File: src/rtl/prid_pkg.sv
// Shared types and constants for the palette RLE image decoder.
// No dependencies; every other file imports this package.
package prid_pkg;

  localparam int DIM_W       = 13;   // image_width / image_height register width
  localparam int TOTAL_W     = 25;   // width*height, up to 4096*4096
  localparam int POS_W       = 24;   // pixel offset
  localparam int RUN_W       = 7;    // run length
  localparam int PAL_ENTRIES = 256;
  localparam int PAL_AW      = 8;
  localparam int CFG_AW      = 4;    // three 32-bit registers at 0, 4, 8

  // action codes of an input beat
  localparam logic [1:0] ACT_PAL_WRITE = 2'd0;
  localparam logic [1:0] ACT_START     = 2'd1;
  localparam logic [1:0] ACT_DATA      = 2'd2;

  // register indexes (paddr[3:2])
  localparam logic [1:0] REG_FLAGS  = 2'd0;
  localparam logic [1:0] REG_WIDTH  = 2'd1;
  localparam logic [1:0] REG_HEIGHT = 2'd2;

  // format_flags bit positions
  localparam int FLG_TRANSP  = 0;
  localparam int FLG_RLE     = 5;
  localparam int FLG_OWN_PAL = 7;

  // stream byte thresholds
  localparam logic [7:0] RLE_RUN_BASE = 8'd128;
  localparam logic [7:0] REPEAT_BASE  = 8'd192;

  // magenta key colours of an own palette
  localparam logic [7:0] KEY0_R = 8'd255;
  localparam logic [7:0] KEY0_G = 8'd0;
  localparam logic [7:0] KEY0_B = 8'd132;
  localparam logic [7:0] KEY1_R = 8'd252;
  localparam logic [7:0] KEY1_G = 8'd2;
  localparam logic [7:0] KEY1_B = 8'd132;
  localparam logic [7:0] ALPHA_OPAQUE = 8'd255;

  // red in the low byte, alpha in the high byte
  typedef struct packed {
    logic [7:0] alpha;
    logic [7:0] blue;
    logic [7:0] green;
    logic [7:0] red;
  } rgba_t;

  typedef struct packed {
    logic own_palette;
    logic transparent;
    logic plain;
  } colour_ctrl_t;

endpackage

File: src/rtl/prid_colour_map.sv
// Palette colour mapping: own-palette key substitution and the black alpha rule.
// Depends on prid_pkg.
module prid_colour_map import prid_pkg::*; (
  input  rgba_t        entry,
  input  colour_ctrl_t ctrl,
  output rgba_t        colour
);

  logic  is_key;
  rgba_t keyed;

  assign is_key = ctrl.own_palette &&
                  ((entry.red == KEY0_R && entry.green == KEY0_G && entry.blue == KEY0_B) ||
                   (entry.red == KEY1_R && entry.green == KEY1_G && entry.blue == KEY1_B));

  assign keyed = is_key ? '0 : entry;

  always_comb begin
    colour = keyed;
    // black in plain mode: alpha comes from the transparent flag
    if (ctrl.plain && keyed.red == 8'd0 && keyed.green == 8'd0 && keyed.blue == 8'd0) begin
      colour       = '0;
      colour.alpha = ctrl.transparent ? 8'd0 : ALPHA_OPAQUE;
    end
  end

endmodule

File: config.mk
export PLATFORM = sky130hd
export DESIGN_NAME = prid_colour_map
export DESIGN_NICKNAME = d
export VERILOG_FILES = /design/src/rtl/prid_pkg.sv /design/src/rtl/prid_colour_map.sv
export SDC_FILE = /design/constraint.sdc
export NUM_CORES = 1
export LEC_CHECK = 0
export BUFFER_PORTS_ARGS = -buffer_cell sky130_fd_sc_hd__buf_2
export CAP_MARGIN = 20
export CORE_UTILIZATION = 29
export DETAILED_ROUTE_END_ITERATION = 10
export GPL_TIMING_DRIVEN = 0
export PLACE_DENSITY = 0.84
export SLEW_MARGIN = 40
export SYNTH_ARGS = -nofsm -noshare
export SYNTH_HDL_FRONTEND = slang
export SYNTH_SLANG_ARGS = --single-unit
File: constraint.sdc
create_clock -name vclk -period 1.3
set_input_delay 0.065 -clock vclk [all_inputs]
set_output_delay 0.065 -clock vclk [all_outputs]
set_load 0.1 [all_outputs]
==> impl_metrics.tcl, run 1 <==
set metrics [dict create \
    fp.dieW_um 38.63 \
    dpl.hpwl_um 1278 \
    post-place-ws_ps -549.3 \
    synth_cell_type_count 24 \
    stop_error "[ERROR DPL-0038] Utilization greater than 100%, impossible to legalize" \
    stop_stage "clock tree synthesis (4_1_cts)" \
    io_pins 67 \
    yosysTopAreaCell "nor2b_1" \
    initial_core_util_pct 33.23 \
    synth_warnings 0 \
    synth_area_leaders "nor2b_1 (16%), a21o_1 (15%), clkbuf_1 (13%)" \
    cts_hold_repair.buffers 0 \
    netlist_area_sq_um 389.1 \
    yosysMostFrequentCell "clkbuf_1" \
    netlist.area_leader.share_pct 16.08 \
    synth_common_cells "clkbuf_1 (13), nor2b_1 (10), a21o_1 (8)" \
    netlist_instances 54 \
    syn_nets 89 \
    status "did not finish" \
    gp_congestion 0.7691 \
    io_buffers 67 \
    dp_cells 135 \
    cts_resized 98 \
    postCtsSetupBuffers 1 \
    die_h_um 38.63 \
    rows 12 \
    yosysSeqAreaShare_pct 0 \
    avgSynthCellArea_sq_um 7.206 \
]
per-stage QoR:
stage,instance area [sq um],util [%]
detailed placement,840.8,71.79
floorplan,488.0,-
global placement,840.8,71.79
cells by family after synthesis:
family                 Yosys count  share of synthesized area (%)
AO/OA/AOI/OAI                   12                          28.94
buffers and inverters           14                          13.83
AND/OR/NAND/NOR                 28                          57.23
==> inputs of run 2 (changes only) <==
--- a/config.mk
+++ b/config.mk
@@ -7,10 +7,11 @@
 export LEC_CHECK = 0
 export BUFFER_PORTS_ARGS = -buffer_cell sky130_fd_sc_hd__buf_2
 export CAP_MARGIN = 20
-export CORE_UTILIZATION = 29
+export CORE_AREA = 2 2 63 65
 export DETAILED_ROUTE_END_ITERATION = 10
+export DIE_AREA = 0 0 65 67
 export GPL_TIMING_DRIVEN = 0
-export PLACE_DENSITY = 0.84
+export PLACE_DENSITY_LB_ADDON = 0.15
 export SLEW_MARGIN = 40
 export SYNTH_ARGS = -nofsm -noshare
 export SYNTH_HDL_FRONTEND = slang
==> impl_metrics.tcl, run 2 <==
set metrics [dict create \
    status "finished with violations" \
    violations "setup timing" \
    io_buffers 67 \
    synth_warnings 0 \
    dp_cells 169 \
    firstDrtPassIters 1 \
    clkPwrFrac_pct 0 \
    netlist_instances 54 \
    n_antenna_cell 0 \
    multiInputGateArea_sq_um 513.0 \
    critical_path_arrival_ps 1340 \
    final_cells 171 \
    power_uw 706.1 \
    vdd_drop_max_mv 0.2118 \
    startpoint_type "input pin" \
    wl_per_cell_um 11.11 \
    wirelength_um 1899 \
    maxCapViolations 0 \
    crit_path_cell_trace "buf_6 > and4bb_2 > o2111ai_4 > a211oi_4 > buf_12 > a21o_4 > buf_12" \
    grt_pass1_wl_um 2884 \
    final_common_cell "buf_2" \
    mostFrequentLayoutCells "buf_2 (38), buf_6 (16), clkbuf_1 (13), buf_12 (11), nor2b_2 (10)" \
    yosysTopAreaCell "nor2b_1" \
    synth_area_leaders "nor2b_1 (16%), a21o_1 (15%), clkbuf_1 (13%)" \
    fin_nets 160 \
    nClkBuffers 0 \
    whs_ps 492.1 \
    synth_cell_type_count 24 \
    gp_congestion 0.6592 \
    cts_hold_repair.buffers 0 \
    n_fill_cell 382 \
    max_freq_ghz 0.7094 \
    leakage_uw 0.0005369 \
    critPathBufInv 3 \
    setup.worst_path.class "in2out" \
    antenna_found_initial 0 \
    yosysMostFrequentCell "clkbuf_1" \
    min_period_ps 1410 \
    overflow 0 \
    postRouteAntennaNets 0 \
    tightest_slew_ps 487.4 \
    min_period_over_period_pct 108.4 \
    post-route-util_pct 34.87 \
    cp_slowest_cell "and4bb_2" \
    grt_pass1_vias 626 \
    critPathMostFrequentCell "buf_12" \
    slowest_delay_ps 340 \
    synth_common_cells "clkbuf_1 (13), nor2b_1 (10), a21o_1 (8)" \
    syn_nets 89 \
    worst_slack_ps -109.6 \
    fp.dieW_um 65 \
    pwr-share-comb_pct 100.0 \
    yosysSeqAreaShare_pct 0 \
    rows 22 \
    seq_area_sq_um 0 \
    grt_usage_pct 8.097 \
    vias 658 \
    timing.setup.tns_ps -1127 \
    p_int_uw 219.5 \
    drt_iter0_drc 0 \
    drive_gt1_share_pct 87.80 \
    end_kind "output port" \
    dieArea_sq_um 4355 \
    rsz0062_at_grt "yes" \
    area_growth_pct 223.2 \
    slew_headroom_pct 67.73 \
    grt_max_degree 11 \
    hold_class "in2out" \
    seq_cell_count 0 \
    drc_errors 0 \
    via_per_inst 3.848 \
    netlist.area_leader.share_pct 16.08 \
    netlist_area_sq_um 389.1 \
    pwr-share-seq_pct 0 \
    io_pins 67 \
    setup_viol_count_final 18 \
    hold_violations 0 \
    cp_max_fo 8 \
    dpl.hpwl_um 1520 \
    critPathRequiredTime_ps 1240 \
    die_h_um 67 \
    avgSynthCellArea_sq_um 7.206 \
    sw_frac_of_total_pct 68.91 \
    switchingPower_uw 486.6 \
    cp_top_family "compound AO/OA/AOI/OAI gates" \
    initial_core_util_pct 10.79 \
    p_per_area_nw_per_um2 561.5 \
    slew_violations 0 \
    core_area_sq_um 3606 \
]
-- run 2: power by group through the flow --
stage	registers, uW	clock network [uW]	logic (uW)
after global placement	0	0	582
after detailed placement	0	0	585
after global routing	0	0	727
after CTS	0	0	703
final	0	0	706
after floorplan	0	0	461
-- run 2: logic make-up (layout without fill, tap and decap cells) --
family | Yosys count | in the layout | synth area share [%]
compound gates | 12 | 12 | 28.94
buf+inv | 14 | 83 | 13.83
simple gates | 28 | 28 | 57.23
-- run 2: final timing paths --
check             startpoint    endpoint  slack [ps]  cells after the start
setup / recovery    entry[8]  colour[30]        -110                      7
hold / removal     entry[25]  colour[25]         490                      3
-- run 2: metal layers --
metal	GRT usage [%]	vias up	wire, um
met5	0	-	0
met4	0	0	0
met3	0.6757	0	166
met2	15.85	35	1037
met1	10.10	298	696
li1	-	325	-
-- run 2: area by class of cell --
type | instances | area share [%]
multi-input combinational | 40 | 40.80
tap | 48 | 4.776
buffer | 14 | 4.776
timing repair buffer | 69 | 49.65
-- run 2: through the flow --
step                area (sq um)  setup WS, ps
floorplan                  488.0        -294.5
global placement           883.3        -569.5
detailed placement         883.3        -612.9
CTS                         1240        -115.5
global route                1257        -179.3
finish                      1257        -109.6
-- run 2: what timing repair did --
item | CTS | global route
gates resized for setup | 82 | 3
pin swaps | 17 | 2
setup buffers | 1 | 1
setup endpoints to repair | 19 | 18
(Power assumes the default switching activity.)
==> inputs of run 3 (changes only) <==
--- a/config.mk
+++ b/config.mk
@@ -11,7 +11,7 @@
 export DETAILED_ROUTE_END_ITERATION = 10
 export DIE_AREA = 0 0 65 67
 export GPL_TIMING_DRIVEN = 0
-export PLACE_DENSITY_LB_ADDON = 0.15
+export PLACE_DENSITY = 0.45
 export SLEW_MARGIN = 40
 export SYNTH_ARGS = -nofsm -noshare
 export SYNTH_HDL_FRONTEND = slang
==> impl_metrics.tcl, run 3 (synthesized netlist as in run 2, its figures left out) <==
set metrics [dict create \
    status "finished with violations" \
    violations "setup timing" \
    initial_core_util_pct 10.79 \
    fp.dieW_um 65 \
    critPathRequiredTime_ps 1240 \
    drive_gt1_share_pct 86.40 \
    firstDrtPassIters 2 \
    setup.worst_path.class "in2out" \
    slowest_delay_ps 330 \
    antenna_found_initial 0 \
    tightest_slew_ps 490.0 \
    rsz0062_at_grt "yes" \
    mostFrequentLayoutCells "buf_2 (41), buf_6 (19), clkbuf_1 (13), nor2b_2 (11)" \
    postRouteAntennaNets 0 \
    end_kind "output port" \
    startpoint_type "input pin" \
    io_pins 67 \
    crit_start "entry[8]" \
    min_period_over_period_pct 110.1 \
    worst_slack_ps -131.7 \
    final_common_cell "buf_2" \
    vias 696 \
    drt_iter0_drc 1 \
    leakage_uw 0.0005344 \
    critPathBufInv 3 \
    dp_cells 169 \
    wl_per_cell_um 11.94 \
    hold_violations 0 \
    gp_congestion 0.6577 \
    grt_pass1_vias 694 \
    overflow 0 \
    drc_errors 0 \
    crit_cells 7 \
    seq_cell_count 0 \
    grt_max_degree 9 \
    cts_hold_repair.buffers 0 \
    wirelength_um 2066 \
    timing.setup.tns_ps -1613 \
    min_period_ps 1432 \
    vdd_drop_max_mv 0.1799 \
    rows 22 \
    fin_nets 162 \
    n_fill_cell 405 \
    max_freq_ghz 0.6985 \
    maxCapViolations 0 \
    grt_usage_pct 8.665 \
    crit_path_cell_trace "buf_6 > and4bb_2 > o2111ai_4 > a211oi_4 > buf_12 > a21o_4 > buf_12" \
    area_growth_pct 215.8 \
    die_h_um 67 \
    p_per_area_nw_per_um2 561.9 \
    cp_max_fo 8 \
    final_cells 173 \
    seq_area_sq_um 0 \
    nClkBuffers 0 \
    n_antenna_cell 0 \
    dieArea_sq_um 4355 \
    critPathMostFrequentCell "buf_12" \
    slew_violations 0 \
    cp_top_family "compound AO/OA/AOI/OAI gates" \
    cp_slowest_cell "and4bb_2" \
    critPathCapture "colour[24]" \
    setup_viol_count_final 18 \
    grt_pass1_wl_um 3056 \
    multiInputGateArea_sq_um 498.0 \
    post-route-util_pct 34.07 \
    critical_path_arrival_ps 1370 \
    dpl.hpwl_um 1631 \
    io_buffers 67 \
    via_per_inst 4.023 \
    hold_class "in2out" \
    core_area_sq_um 3606 \
    slew_headroom_pct 67.56 \
]
## run 3: cell count changes in the layout (fill, tap and decap cells not counted)
cell,change
buf_12,-2
o2111ai_1,+1
nor2b_2,+1
nor2b_4,-1
buf_6,+3
and4_4,+1
buf_8,-1
nand3_2,-1
buf_4,-1
nand3_1,+1
buf_2,+3
o2111ai_2,-1
and4_2,-1
## run 3: how the worst min path moves through the flow
stage	slack, ps	endpoint	startpoint	cells past startpoint
final	490	colour[27]	entry[27]	3
after global routing	490	colour[29]	entry[29]	3
after detailed placement	590	colour[14]	entry[14]	3
after global placement	590	colour[12]	entry[12]	3
after floorplan	400	colour[24]	entry[24]	1
after CTS	490	colour[27]	entry[27]	3
## run 3: final cells by class
class                      instances  share of cell area (%)
timing repair buffer              71                   49.69
tap                               48                   4.888
multi-input combinational         40                   40.53
buffer                            14                   4.888
## run 3: what timing repair did
item,4_1_cts,5_1_grt
gates resized for setup,68,9
setup buffers,2,1
gates cloned,1,0
endpoints found under the setup margin,19,19
pin swaps,5,6
## run 3: metal layers
metal	global-route usage, %	wire (um)
met2	17.65	1102
met3	0.6757	180
met4	0	0
met1	10.30	783
met5	0	0
## run 3: through the flow
step	cell area, sq um	hold slack [ps]	setup WS (ps)	power (uW)
3_5_place_dp	883.3	591.6	-605.5	586.0
5_1_grt	1229	492.2	-194.3	711.2
2_1_floorplan	488.0	400.8	-294.5	461.3
6_report	1229	488.7	-131.7	690.4
3_3_place_gp	883.3	588.9	-574.1	583.3
4_1_cts	1185	489.6	-131.9	679.8
## run 3: where the power goes
group | internal (uW) | switching [uW] | total [uW] | leakage [uW]
combinational | 205 | 485 | 690 | 0.000534
clock | 0 | 0 | 0 | 0
sequential | 0 | 0 | 0 | 0
